$ cat config.mk
export PLATFORM = sky130hd
export DESIGN_NAME = shelf_atlas_allocator_unit
export DESIGN_NICKNAME = d
export VERILOG_FILES = /design/src/sv/saa_pkg.sv /design/src/sv/saa_core.sv /design/src/sv/shelf_atlas_allocator_unit.sv
export SDC_FILE = /design/constraint.sdc
export NUM_CORES = 1
export LEC_CHECK = 0
export BUFFER_PORTS_ARGS = -buffer_cell sky130_fd_sc_hd__buf_4
export CORE_MARGIN = 2
export CORE_UTILIZATION = 40
export CTS_BUF_LIST = sky130_fd_sc_hd__clkbuf_4 sky130_fd_sc_hd__clkbuf_8
export DETAILED_ROUTE_END_ITERATION = 6
export SYNTH_ARGS = -nofsm -noshare
export SYNTH_HDL_FRONTEND = slang
export SYNTH_SLANG_ARGS = --single-unit
$ cat constraint.sdc
create_clock -name clk -period 18.6 [get_ports clk]
set_input_delay 1.86 -clock clk [delete_from_list [all_inputs] [get_ports clk]]
set_output_delay 1.86 -clock clk [all_outputs]
set_load 0.05 [all_outputs]
$ cat src/sv/saa_pkg.sv
// Package for the shelf atlas allocator: field widths, request codes,
// item and result structs. No dependencies.

package saa_pkg;

	localparam int SIZE_W  = 13;    // request sizes and atlas side
	localparam int COORD_W = 14;    // placements and dirty rectangle
	localparam int SUM_W   = COORD_W + 1;

	localparam logic [SIZE_W-1:0] SIDE_RESET = SIZE_W'(1024);
	localparam int                MAX_SIDE   = 4096;

	localparam logic MODE_RESERVE = 1'b0;
	localparam logic MODE_CLEAR   = 1'b1;

	typedef struct packed {
		logic              mode;
		logic [SIZE_W-1:0] req_width;
		logic [SIZE_W-1:0] req_height;
	} saa_item_t;

	typedef struct packed {
		logic               granted;
		logic [COORD_W-1:0] place_x;
		logic [COORD_W-1:0] place_y;
		logic               overflow_seen;
		logic               any_dirty;
		logic [COORD_W-1:0] dirty_left;
		logic [COORD_W-1:0] dirty_top;
		logic [COORD_W-1:0] dirty_w;
		logic [COORD_W-1:0] dirty_h;
	} saa_result_t;

endpackage

$ cat src/sv/saa_core.sv
// Shelf state registers and the combinational allocation logic.
// Depends on saa_pkg.

module saa_core
	import saa_pkg::*;
(
	input  logic              clk,
	input  logic              arst_n,
	input  logic              adv,
	input  saa_item_t         item,
	input  logic [SIZE_W-1:0] side_cfg,
	output saa_result_t       res
);

	logic [COORD_W-1:0] cur_q, base_q;
	logic [SIZE_W-1:0]  tall_q;
	logic               ovf_q, dval_q;
	logic [COORD_W-1:0] left_q, top_q, bw_q, bh_q;

	logic [COORD_W-1:0] cur_n, base_n;
	logic [SIZE_W-1:0]  tall_n;
	logic               ovf_n, dval_n;
	logic [COORD_W-1:0] left_n, top_n, bw_n, bh_n;

	logic [SIZE_W-1:0]  side;
	logic [SUM_W-1:0]   side_x, w_x, h_x;
	logic [SUM_W-1:0]   c_sum, ny, base_sh, cur_sh, place_sum;
	logic [SUM_W-1:0]   r_old, r_new, r_max, b_old, b_new, b_max;
	logic [COORD_W-1:0] cur_a, base_a, l_min, t_min;
	logic [SIZE_W-1:0]  tall_a;
	logic               new_shelf, refuse, ok;

	// side in use: 0 acts as 1, anything above the limit acts as the limit
	always_comb begin
		if (side_cfg == '0) begin
			side = SIZE_W'(1);
		end else if (SUM_W'(side_cfg) > SUM_W'(MAX_SIDE)) begin
			side = SIZE_W'(MAX_SIDE);
		end else begin
			side = side_cfg;
		end
	end

	assign side_x = SUM_W'(side);
	assign w_x    = SUM_W'(item.req_width);
	assign h_x    = SUM_W'(item.req_height);

	// shelf change, taken before the fit test and kept even on refusal
	assign c_sum     = SUM_W'(cur_q) + w_x + SUM_W'(1);
	assign new_shelf = c_sum > side_x;
	assign ny        = SUM_W'(base_q) + SUM_W'(tall_q) + SUM_W'(1);
	assign base_sh   = (ny > side_x) ? side_x : ny;
	assign cur_a     = new_shelf ? '0 : cur_q;
	assign base_a    = new_shelf ? base_sh[COORD_W-1:0] : base_q;
	assign tall_a    = new_shelf ? '0 : tall_q;

	assign refuse    = (SUM_W'(base_a) + h_x > side_x) || (w_x > side_x);
	assign cur_sh    = SUM_W'(cur_a) + w_x + SUM_W'(1);
	assign place_sum = SUM_W'(base_a) + h_x;

	// dirty rectangle growth around the placement at (cur_a, base_a)
	assign r_old = SUM_W'(left_q) + SUM_W'(bw_q);
	assign r_new = SUM_W'(cur_a) + w_x;
	assign r_max = (r_new > r_old) ? r_new : r_old;
	assign b_old = SUM_W'(top_q) + SUM_W'(bh_q);
	assign b_new = place_sum;
	assign b_max = (b_new > b_old) ? b_new : b_old;
	assign l_min = (left_q < cur_a) ? left_q : cur_a;
	assign t_min = (top_q < base_a) ? top_q : base_a;

	always_comb begin
		cur_n  = cur_q;
		base_n = base_q;
		tall_n = tall_q;
		ovf_n  = ovf_q;
		dval_n = dval_q;
		left_n = left_q;
		top_n  = top_q;
		bw_n   = bw_q;
		bh_n   = bh_q;
		ok     = 1'b0;
		if (item.mode == MODE_CLEAR) begin
			cur_n  = '0;
			base_n = '0;
			tall_n = '0;
			ovf_n  = 1'b0;
			dval_n = 1'b1;
			left_n = '0;
			top_n  = '0;
			bw_n   = COORD_W'(side);
			bh_n   = COORD_W'(side);
		end else if (item.req_width != '0 && item.req_height != '0) begin
			cur_n  = cur_a;
			base_n = base_a;
			tall_n = tall_a;
			if (refuse) begin
				ovf_n = 1'b1;
			end else begin
				ok     = 1'b1;
				cur_n  = cur_sh[COORD_W-1:0];
				tall_n = (item.req_height > tall_a) ? item.req_height : tall_a;
				dval_n = 1'b1;
				if (!dval_q) begin
					left_n = cur_a;
					top_n  = base_a;
					bw_n   = COORD_W'(item.req_width);
					bh_n   = COORD_W'(item.req_height);
				end else begin
					left_n = l_min;
					top_n  = t_min;
					bw_n   = COORD_W'(r_max - SUM_W'(l_min));
					bh_n   = COORD_W'(b_max - SUM_W'(t_min));
				end
			end
		end
	end

	always_comb begin
		res.granted       = ok;
		res.place_x       = ok ? cur_a : '0;
		res.place_y       = ok ? base_a : '0;
		res.overflow_seen = ovf_n;
		res.any_dirty     = dval_n;
		res.dirty_left    = left_n;
		res.dirty_top     = top_n;
		res.dirty_w       = bw_n;
		res.dirty_h       = bh_n;
	end

	always_ff @(posedge clk or negedge arst_n) begin
		if (!arst_n) begin
			cur_q  <= '0;
			base_q <= '0;
			tall_q <= '0;
			ovf_q  <= 1'b0;
			dval_q <= 1'b0;
			left_q <= '0;
			top_q  <= '0;
			bw_q   <= '0;
			bh_q   <= '0;
		end else if (adv) begin
			cur_q  <= cur_n;
			base_q <= base_n;
			tall_q <= tall_n;
			ovf_q  <= ovf_n;
			dval_q <= dval_n;
			left_q <= left_n;
			top_q  <= top_n;
			bw_q   <= bw_n;
			bh_q   <= bh_n;
		end
	end

	a_clear_resets: assert property (@(posedge clk) disable iff (!arst_n)
		adv && item.mode == MODE_CLEAR |=> !ovf_q && cur_q == '0 && base_q == '0 && dval_q)
		else $error("clear did not reset shelf state");

	a_grant_keeps_ovf: assert property (@(posedge clk) disable iff (!arst_n)
		res.granted |-> res.overflow_seen == ovf_q && res.any_dirty)
		else $error("grant changed overflow flag or left dirty box empty");

	a_clean_box_zero: assert property (@(posedge clk) disable iff (!arst_n)
		!dval_q |-> left_q == '0 && top_q == '0 && bw_q == '0 && bh_q == '0)
		else $error("dirty box nonzero while not valid");

	a_hold_idle: assert property (@(posedge clk) disable iff (!arst_n)
		!adv |=> $stable(cur_q) && $stable(base_q) && $stable(ovf_q))
		else $error("shelf state moved without a transfer");

endmodule

$ cat src/sv/shelf_atlas_allocator_unit.sv
// Top level of the shelf atlas allocator: request stage, result register,
// atlas side register. Depends on saa_pkg and saa_core.
//
// Usage:
//   Requests arrive on req_valid/req_ready with mode, req_width, req_height.
//   mode MODE_RESERVE asks for a region, MODE_CLEAR empties the atlas.
//   Every request produces exactly one result on rsp_valid/rsp_ready.
//   A request is taken into a request register; the shelf logic evaluates it
//   against the stored shelf state and loads the result register, raising
//   rsp_valid, once that register is free or being read.
//   Throughput is one request per cycle while the receiver does not stall;
//   the shelf state update is a single add/compare pass, which sets that
//   limit. If the receiver stalls, the result register holds and the request
//   register fills; req_ready drops only when both are occupied.
//   The atlas side is written through cfg_we/cfg_wdata; the user must write
//   it only while idle, the block itself does not enforce this.
//   Reset clears all shelf state, the overflow flag and the dirty box, empties
//   both registers and sets the atlas side to 1024.

module shelf_atlas_allocator_unit
	import saa_pkg::*;
(
	input  logic               clk,
	input  logic               arst_n,
	input  logic               cfg_we,
	input  logic [SIZE_W-1:0]  cfg_wdata,
	input  logic               req_valid,
	output logic               req_ready,
	input  logic               mode,
	input  logic [SIZE_W-1:0]  req_width,
	input  logic [SIZE_W-1:0]  req_height,
	output logic               rsp_valid,
	input  logic               rsp_ready,
	output logic               granted,
	output logic [COORD_W-1:0] place_x,
	output logic [COORD_W-1:0] place_y,
	output logic               overflow_seen,
	output logic               any_dirty,
	output logic [COORD_W-1:0] dirty_left,
	output logic [COORD_W-1:0] dirty_top,
	output logic [COORD_W-1:0] dirty_w,
	output logic [COORD_W-1:0] dirty_h
);

	logic [SIZE_W-1:0] side_q;
	logic              vld_s1, vld_s2;
	saa_item_t         item_s1;
	saa_result_t       res, res_s2;
	logic              adv;

	assign adv       = vld_s1 && (!vld_s2 || rsp_ready);
	assign req_ready = !vld_s1 || adv;

	always_ff @(posedge clk or negedge arst_n) begin
		if (!arst_n) begin
			side_q <= SIDE_RESET;
		end else if (cfg_we) begin
			side_q <= cfg_wdata;
		end
	end

	always_ff @(posedge clk or negedge arst_n) begin
		if (!arst_n) begin
			vld_s1 <= 1'b0;
			vld_s2 <= 1'b0;
		end else begin
			if (req_ready) begin
				vld_s1 <= req_valid;
			end
			if (adv) begin
				vld_s2 <= 1'b1;
			end else if (rsp_ready) begin
				vld_s2 <= 1'b0;
			end
		end
	end

	always_ff @(posedge clk) begin
		if (req_valid && req_ready) begin
			item_s1 <= '{mode: mode, req_width: req_width, req_height: req_height};
		end
		if (adv) begin
			res_s2 <= res;
		end
	end

	saa_core u_core (
		.clk      (clk),
		.arst_n   (arst_n),
		.adv      (adv),
		.item     (item_s1),
		.side_cfg (side_q),
		.res      (res)
	);

	assign rsp_valid     = vld_s2;
	assign granted       = res_s2.granted;
	assign place_x       = res_s2.place_x;
	assign place_y       = res_s2.place_y;
	assign overflow_seen = res_s2.overflow_seen;
	assign any_dirty     = res_s2.any_dirty;
	assign dirty_left    = res_s2.dirty_left;
	assign dirty_top     = res_s2.dirty_top;
	assign dirty_w       = res_s2.dirty_w;
	assign dirty_h       = res_s2.dirty_h;

endmodule
After elaboration in Yosys (flattened, before gate mapping):

Cells that the tools add are included.

* eq/ne operators: 0
* divide/modulo/power cells: 0
* $add $sub $neg: 11
* shift operators: 0
* reductions and logical operators: 14
* multipliers: 0
* bitwise gates (word level): 0
* multiplexer cells: 46
* $lt $le $gt $ge: 10

Operators with widths (number)
* $mux 14: 28
* $mux 13: 7
* $add 14x13->15: 4
* $gt 15x13->1: 3
* $add 14x14->15: 2
* $add 15x1->15 const B: 2
* $gt 15x15->1: 2
* $lt 14x14->1: 2
* $sub 14x14->14: 2
* $gt 13x13->1: 2
* $reduce_bool 13->1: 2
* $add 14x1->14 const B: 1
* $gt 13x13->1 const B: 1
* $logic_not 13->1: 1
* $mux 1: 11
* $reduce_bool 2->1: 2
* $logic_and 1x1->1: 3
* $logic_or 1x1->1: 3
* $logic_not 1->1: 2
* $reduce_and 2->1: 1

* register bits: 228
* bits in latches: 0
* bits in read-only memories: 0
* memories: 0
* RAM bits: 0

Depth between registers and ports, before layout:

Gate-level depths: netlist of run 1.

* depth in word-level cells: 14
* mapped depth: 55

Hierarchy:

A second synthesis of run 1 with hierarchy kept.

* cells, all modules: 1864
* area total of the unflattened synthesis: 17924.7 um^2

By module, submodules not included
* saa_core: cells each 1715, times used 1, seq. area each 2477.4 um^2, area each 13890.8 um^2
* shelf_atlas_allocator_unit: cells each 149, times used 1, seq. area each 3799.9 um^2, area each 4033.9 um^2

Least setup slack after synthesis of run 1:

Ideal clock, no wire load.

* path kind: reg2reg
* start: register u_core.base_q[0]
* end: register u_core.bh_q[12]
* path buffers: 2
* required time: 18302 ps
* setup slack: 8573 ps
* period minus slack after synthesis: 10027 ps
* cell stages (with the launch flop): 55
* setup time: 298 ps
* arrival: 9729 ps
* cells stage by stage: dfrtp_1 -> inv_1 -> ha_1 -> inv_1 -> fa_1 -> a211oi_1 -> o211ai_1 -> a41oi_1 -> o21bai_1 -> a21oi_1 -> xnor2_1 -> ha_1 -> nand2_1 -> nor2_1 -> a211oi_1 -> o21ai_0 -> a31oi_1 -> o32a_1 -> [... 19 more ...] -> o21ai_1 -> clkbuf_1 -> nor2_1 -> a21oi_1 -> ha_1 -> inv_1 -> fa_1 -> a21o_1 -> a21o_1 -> a21oi_1 -> o21ai_0 -> a211oi_1 -> o21ai_0 -> o211ai_1 -> xor2_1 -> a21oi_1 -> o31ai_1 -> a22oi_1

* word-level cells in the longest chain between the ends: 13
* elaborated cells between the ends (all ways): 17
* classes of those cells: 4 x add/sub; 4 x order compare; 8 x mux; 1 x reduce/logical

Ends and longest elaborated chain
* start, declared: line saa_core.sv:15 `logic [COORD_W-1:0] cur_q, base_q;`
* start signal, assigned: line saa_core.sv:143 `base_q <= base_n;`
* $add 14x13->15: line saa_core.sv:51 `assign ny = SUM_W'(base_q) + SUM_W'(tall_q) + SUM_W'(1);`
* $add 15x1->15: line saa_core.sv:51
* $gt 15x13->1: line saa_core.sv:52 `assign base_sh = (ny > side_x) ? side_x : ny;`
* $mux 14: line saa_core.sv:52
* $mux 14 *: line saa_core.sv:54 `assign base_a = new_shelf ? base_sh[COORD_W-1:0] : base_q;`
* via u_core.base_a[0]: line saa_core.sv:29 `logic [COORD_W-1:0] cur_a, base_a, l_min, t_min;`
* $add 14x13->15: line saa_core.sv:57, saa_core.sv:59
* $gt 15x15->1: line saa_core.sv:67 `assign b_max = (b_new > b_old) ? b_new : b_old;`
* $mux 14: line saa_core.sv:67
* $sub 14x14->14: line saa_core.sv:112 `bh_n = COORD_W'(b_max - SUM_W'(t_min));`
* $mux 14: line saa_core.sv:103 `if (!dval_q) begin`
* $mux 14 *: line saa_core.sv:96 `if (refuse) begin`
* $mux 14 *: line saa_core.sv:92 `end else if (item.req_width != '0 && item.req_height != '0) begin`
* $mux 14 *: line saa_core.sv:82 `if (item.mode == MODE_CLEAR) begin`
* end signal, assigned: line saa_core.sv:150 `bh_q <= bh_n;`
* end, declared: line saa_core.sv:18 `logic [COORD_W-1:0] left_q, top_q, bw_q, bh_q;`

The timed path passes the listed nets; every way through them passes the cells marked *.
A chain may end at the register's enable or synchronous reset.

==> results.yml, run 1 <==
sta:
  fin_skew_ns: 0.0401
  fin_crit_ns: 11.47
  holdWs_ns: 0.483
  setup_viol_count_final: 0
  max_freq_mhz: 87.2
  tightest_slew_ns: 1.06
  final_hold_viol_count: 0
  timing.final.max_slew_violations: 0
  rsz0062_at_grt: "no"
  finalSetupTns_ns: 0
  fin_crit_sh: 0.617
  slew_headroom: 0.293
synthesis:
  synth-xor-area-share: 0.0486
  synthSimpleGateAreaFrac: 0.133
  synth_compound_area_frac: 0.185
  yosys-top-cells-area: "edfxtp_1 19%, ha_1 16%, dfrtp_1 16%"
  yosysWarnings: 0
  synth_top_area_frac: 0.192
  async_flop_share: 0.500
  synth.avg_cell_area_um2: 9.49
  synth-edff-count: 114
  synth-adder-area-share: 0.170
  syn_inst: 1881
  synth_mux_area_frac: 0.0759
  ys_seq_elements: 228
  synth_top_area_cell: "edfxtp_1"
  syn_area_um2: 17800
  synth-seq-area-share: 0.352
  ys.flop_type: "edfxtp_1"
  synth_fp_nets: 2164
  ys_types: 73
  synth_top_family_by_area: "compound AO/OA/AOI/OAI gates"
min_path:
  min_path_cells: 2
  whs_endpoint: "u_core.ovf_q"
  hold_class: "flop to flop"
  hp-start: "u_core.ovf_q"
routing:
  drc: 0
  wire_per_inst_um: 24.1
  dr.pass1.iters: 5
  wirelength_mm: 63.7
  ant_nets: 0
  initialDrtViolationCount: 1474
  vias_per_cell: 5.81
  vias: 15300
setup_path:
  worstPathRequired_ns: 19.08
  ff2ff_path_depth: 52
  r2r-end: "u_core.bw_q[12]"
  slowest_delay_ns: 0.49
  critPathBufInv: 4
  rr_startpoint: "item_s1[13]"
  crit_fanout: 14
  crit_family: "compound AO/OA/AOI/OAI gates"
  cp-start-kind: "flop"
  crit_arrival_ns: 11.95
  critical_path_class: "flop to flop"
  cpMaxStageDelayCell: "nor2_2"
  r2r_slack_ns: 7.13
  end_kind: "flop"
cts:
  hold_buffers: 0
  htreeDepth: 2
  clkSinkCount: 228
  cts_buffers: 42
  cts_tree: "built"
  post-cts-setup-buffer-count: 0
  post_cts_resized: 0
  clock_latency_ns: 0.63
  clock_path_buffers: 3
  root_buffer: "clkbuf_8"
  cts.clk_slew.worst_paths_ns: 0.06
grt:
  groute.usage.overall: 0.272
  grt_overflow: 0
  grt_antenna_before_repair: 0
  grt_start_max_net_pins: 76
  grt_pass1_vias: 14800
  grt_pass1_wl_mm: 94.6
layout:
  syn_to_final_growth_pct: 13.9
  utilization: 0.461
  largest_register_ffs: 27
  diodes: 0
  top_register: "item_s1"
  final_cells: 2643
  drive_gt1_frac: 0.145
  fin_nets: 2300
die:
  rows: 77
  pin_count: 134
  die_w_um: 215
  die_y_um: 215
  dieArea_um2: 46300
  start_util: 0.405
  core_um2: 44100
placed_design:
  gp_congestion: 0.952
  io_buffers: 133
  place_hpwl_mm: 49.2
  place_inst: 2565
run:
  drv_cap: 0
outcome:
  status: "finished, final reports clean"
-- cell type report --
cell class / instances / area [µm²]
Clock buffer: 59 / 731
Timing Repair Buffer: 149 / 1120
Tap cell: 592 / 741
Clock inverter: 19 / 113
Inverter: 109 / 412
Sequential cell: 228 / 6280
Fill cell: 4347 / 23800
Multi-Input combinational cell: 1487 / 10900
-- layer usage --
layer / global-route usage / vias to the layer above / share of wire
li1: - / 7186 / -
met1: 0.409 / 7430 / 0.48
met2: 0.387 / 634 / 0.41
met3: 0.0573 / 98 / 0.079
met4: 0.0832 / 0 / 0.029
met5: 0 / - / 0
-- Yosys cell counts, drive strengths merged, types with 17 or more instances --
master    n
mux2i    72
nor2    137
nand2   178
inv     109
xor2     35
a22o     17
xnor2    64
a211oi   32
dfrtp   113
a21oi   112
a21o     63
nand2b   21
nand3    32
mux2     56
nor3     31
ha      230
nand4    24
nor2b    36
edfxtp  114
o21a     24
clkbuf   47
o21ai   150
-- worst register-to-register path: cells and delay by family (launching register included) --
kind | cells | cell delay, ns
adder cells (fa/ha/maj) | 8 | 2.34
buffers and inverters | 4 | 0.47
XOR/XNOR | 3 | 0.77
multiplexers | 1 | 0.30
AO/OA/AOI/OAI | 28 | 5.47
AND/OR/NAND/NOR | 8 | 1.59
flip-flops | 1 | 0.42
-- kinds of logic after synthesis --
logic type,Yosys count
XOR/XNOR,99
AO/OA/AOI/OAI,509
flip-flops,228
buffers and inverters,166
multiplexers,128
adder cells (fa/ha/maj),238
AND/OR/NAND/NOR,513
-- placed cells by master, fill, tap and decap left out, drive strengths merged, types with 56 or more instances in the layout --
cell type,instances
ha,230
o21ai,150
mux2,56
dfrtp,113
edfxtp,114
mux2i,72
nor2,137
buf,149
a21o,63
inv,111
a21oi,112
nand2,178
xnor2,64
clkbuf,59
-- per-stage QoR --
| stage | worst slack, ns | cell area [µm²] |
|---|---|---|
| finish | 7.13 | 20300 |
| global route | 6.19 | 20300 |
| floorplan | 8.57 | 17800 |
| detailed placement | 7.39 | 19500 |
| global placement | 7.68 | 19500 |
| CTS | 7.29 | 20300 |
-- how the worst max path moves through the flow --
stage,end,cells past startpoint,start,slack (ns)
floorplan,u_core.bh_q[12],54,u_core.base_q[0],8.57
global placement,u_core.bh_q[12],53,item_s1[13],7.68
detailed placement,u_core.bh_q[12],54,item_s1[13],7.39
CTS,u_core.bh_q[12],54,item_s1[13],7.29
global route,dirty_h[13],51,item_s1[14],6.19
finish,u_core.bw_q[12],52,item_s1[13],7.13
Power of run 1 is left out: the tool's default activity adds up to more than one toggle a clock period on the data nets, which glitch-free logic cannot reach.
==> inputs of run 2 (changes only) <==
Settings changed: ABC_AREA set to 1.
Clock period 18.6 ns to 10.3 ns, I/O delays scaled along.
==> run 2 against run 1 <==
  * Core utilization up 0.34 points
  * Largest cell class unchanged
  * Clock skew increased by 0.0044 ns
  * Non-clock buffer count up 47
==> results.yml, run 2 <==
layout:
  layout_commonest_cell: "nand2_1"
  mostFrequentLayoutCells: "462 x nand2_1, 274 x inv_1, 231 x a21oi_1"
  diodes: 0
  top_register: "item_s1"
  fin_nets: 2821
  multi_input_area_um2: 11000
  syn_to_final_growth_pct: 15.3
  n_fill_cell: 4675
  largest_register_ffs: 27
  drive_gt1_frac: 0.127
  seq_area_um2: 6280
die:
  start_util: 0.403
  die_y_um: 220
  rows: 79
  die_w_um: 220
  core_um2: 46400
  dieArea_um2: 48400
  pin_count: 134
routing:
  vias: 17400
  wire_per_inst_um: 20.0
  drc: 0
  ant_nets: 0
  dr.pass1.iters: 6
  initialDrtViolationCount: 1324
  vias_per_cell: 5.47
  wirelength_mm: 63.7
run:
  drv_cap: 0
grt:
  use_met1: 0.326
  grt_antenna_before_repair: 0
  busiest_layer: "met2"
  grt_start_max_net_pins: 81
  grt_overflow: 0
  grt_pass1_wl_mm: 97.8
  met3_usage: 0.0329
  groute.usage.overall: 0.268
  grt_pass1_vias: 17200
  use_met2: 0.456
outcome:
  status: "finished, final reports clean"
sta:
  fin_crit_ns: 9.37
  setup_viol_count_final: 0
  max_freq_mhz: 107
  rsz0062_at_grt: "no"
  finalSetupTns_ns: 0
  fin_skew_ns: 0.0445
  tightest_slew_ns: 0.982
  timing.final.max_slew_violations: 0
  final_hold_viol_count: 0
  slew_headroom: 0.329
  fin_crit_sh: 0.910
cts:
  clock_path_buffers: 3
  clock_latency_ns: 0.62
  cts.clk_slew.worst_paths_ns: 0.06
  clkSinkCount: 228
  cts_tree: "built"
  cts_buffers: 44
  htreeDepth: 2
  root_buffer: "clkbuf_8"
setup_path:
  cpMaxStageDelayCell: "edfxtp_1"
  worstPathRequired_ns: 10.68
  critical_path_class: "flop to flop"
  crit_path_frequent_cell: "nand2_1"
  end_kind: "flop"
  slowest_delay_ns: 0.41
  crit_fanout: 12
  crit_arrival_ns: 9.75
  cp-start-kind: "flop"
synthesis:
  synth_fp_nets: 2658
  ys_seq_elements: 228
  yosys-top-cells-area: "edfxtp_1 18%, ha_1 15%, dfrtp_1 15%"
  synthTopCellsByCount: "463 x nand2_1, 276 x inv_1, 235 x a21oi_1, 230 x ha_1, 202 x o21ai_0"
  synth-edff-count: 114
  ys.flop_type: "edfxtp_1"
  syn_area_um2: 18700
  synth_top_area_cell: "edfxtp_1"
  synth-seq-area-share: 0.336
  async_flop_share: 0.500
  yosysMostFrequentCell: "nand2_1"
  synth_top_area_frac: 0.183
  syn_inst: 2375
  yosysWarnings: 0
  ys_types: 59
  synth.avg_cell_area_um2: 7.86
placed_design:
  io_buffers: 133
  gp_congestion: 0.935
  place_hpwl_mm: 49.9
min_path:
  hold_class: "primary input to asynchronous set/reset pin"
## run 2: cell count changes in the layout (fill, tap and decap cells not counted), sizes merged, moves of 46 or more
cell | previous run | this run
mux2i | 72 | 3
o21ai | 150 | 260
nand2 | 178 | 470
nand3 | 32 | 118
mux2 | 56 | 10
buf | 149 | 196
a21oi | 112 | 241
inv | 111 | 280
## run 2: what timing repair did
item,CTS,global route
endpoints found under the setup margin,0,20
hold buffers,0,0
hold endpoints to repair,0,0
resized for setup,0,19
setup buffers,0,8
## run 2: cell type report
class                   count  area share
clock buffers              57      0.0338
clock inverters            23     0.00878
inverters                 284      0.0503
multi-input cells        1784       0.512
flip-flops and latches    228       0.292
well taps                 607      0.0353
repair buffers            196      0.0685
## run 2: final timing paths
check,from,endpoint,slack [ns],cells past startpoint
max,item_s1[13],dirty_w[13],0.93,57
min,arst_n,u_core.top_q[12],0.46,1
max reg2reg,item_s1[13],dirty_w[13],0.93,57
min reg2reg,u_core.bh_q[13],u_core.bh_q[13],0.53,2
max in group asynchronous,arst_n,side_q[11],8.39,2
min in group clk,u_core.bh_q[13],u_core.bh_q[13],0.53,2
## run 2: cells by family (layout without fill, tap and decap cells)
logic type	count (synthesis)	in the layout	synth area share
flip-flops	228	228	0.336
XOR/XNOR	80	80	0.0379
adder cells (fa/ha/maj)	238	238	0.163
AND/OR/NAND/NOR	804	804	0.184
multiplexers	13	13	0.00764
buffers and inverters	363	560	0.0770
AO/OA/AOI/OAI	649	649	0.194
## run 2: through the flow
step | cell area, µm² | utilization | setup WS (ns) | cells | hold slack (ns)
6_report | 21500 | 0.464 | 0.932 | 3179 | 0.462
5_1_grt | 21500 | 0.464 | 0.0200 | 3179 | 0.496
4_1_cts | 21400 | 0.462 | 0.597 | 3171 | 0.442
3_5_place_dp | 20500 | 0.442 | 0.661 | 3091 | 0.506
3_3_place_gp | 20500 | 0.442 | 0.879 | 3091 | 0.500
2_1_floorplan | 18700 | - | 1.69 | 2375 | 0.469
## run 2: layer usage
metal / routed length, µm / part of all wire
met4: 3700 / 0.058
met1: 26600 / 0.42
met3: 2790 / 0.044
met5: 0 / 0
met2: 30600 / 0.48
## run 2: worst max-delay path: cells and delay by family (launching register included)
kind / cells / cell delay, ns
buffers and inverters: 8 / 0.97
XOR/XNOR: 2 / 0.56
adder cells (fa/ha/maj): 7 / 2.11
AO/OA/AOI/OAI: 14 / 2.60
AND/OR/NAND/NOR: 26 / 2.49
flip-flops: 1 / 0.41
Power of run 2 is left out for the same reason.
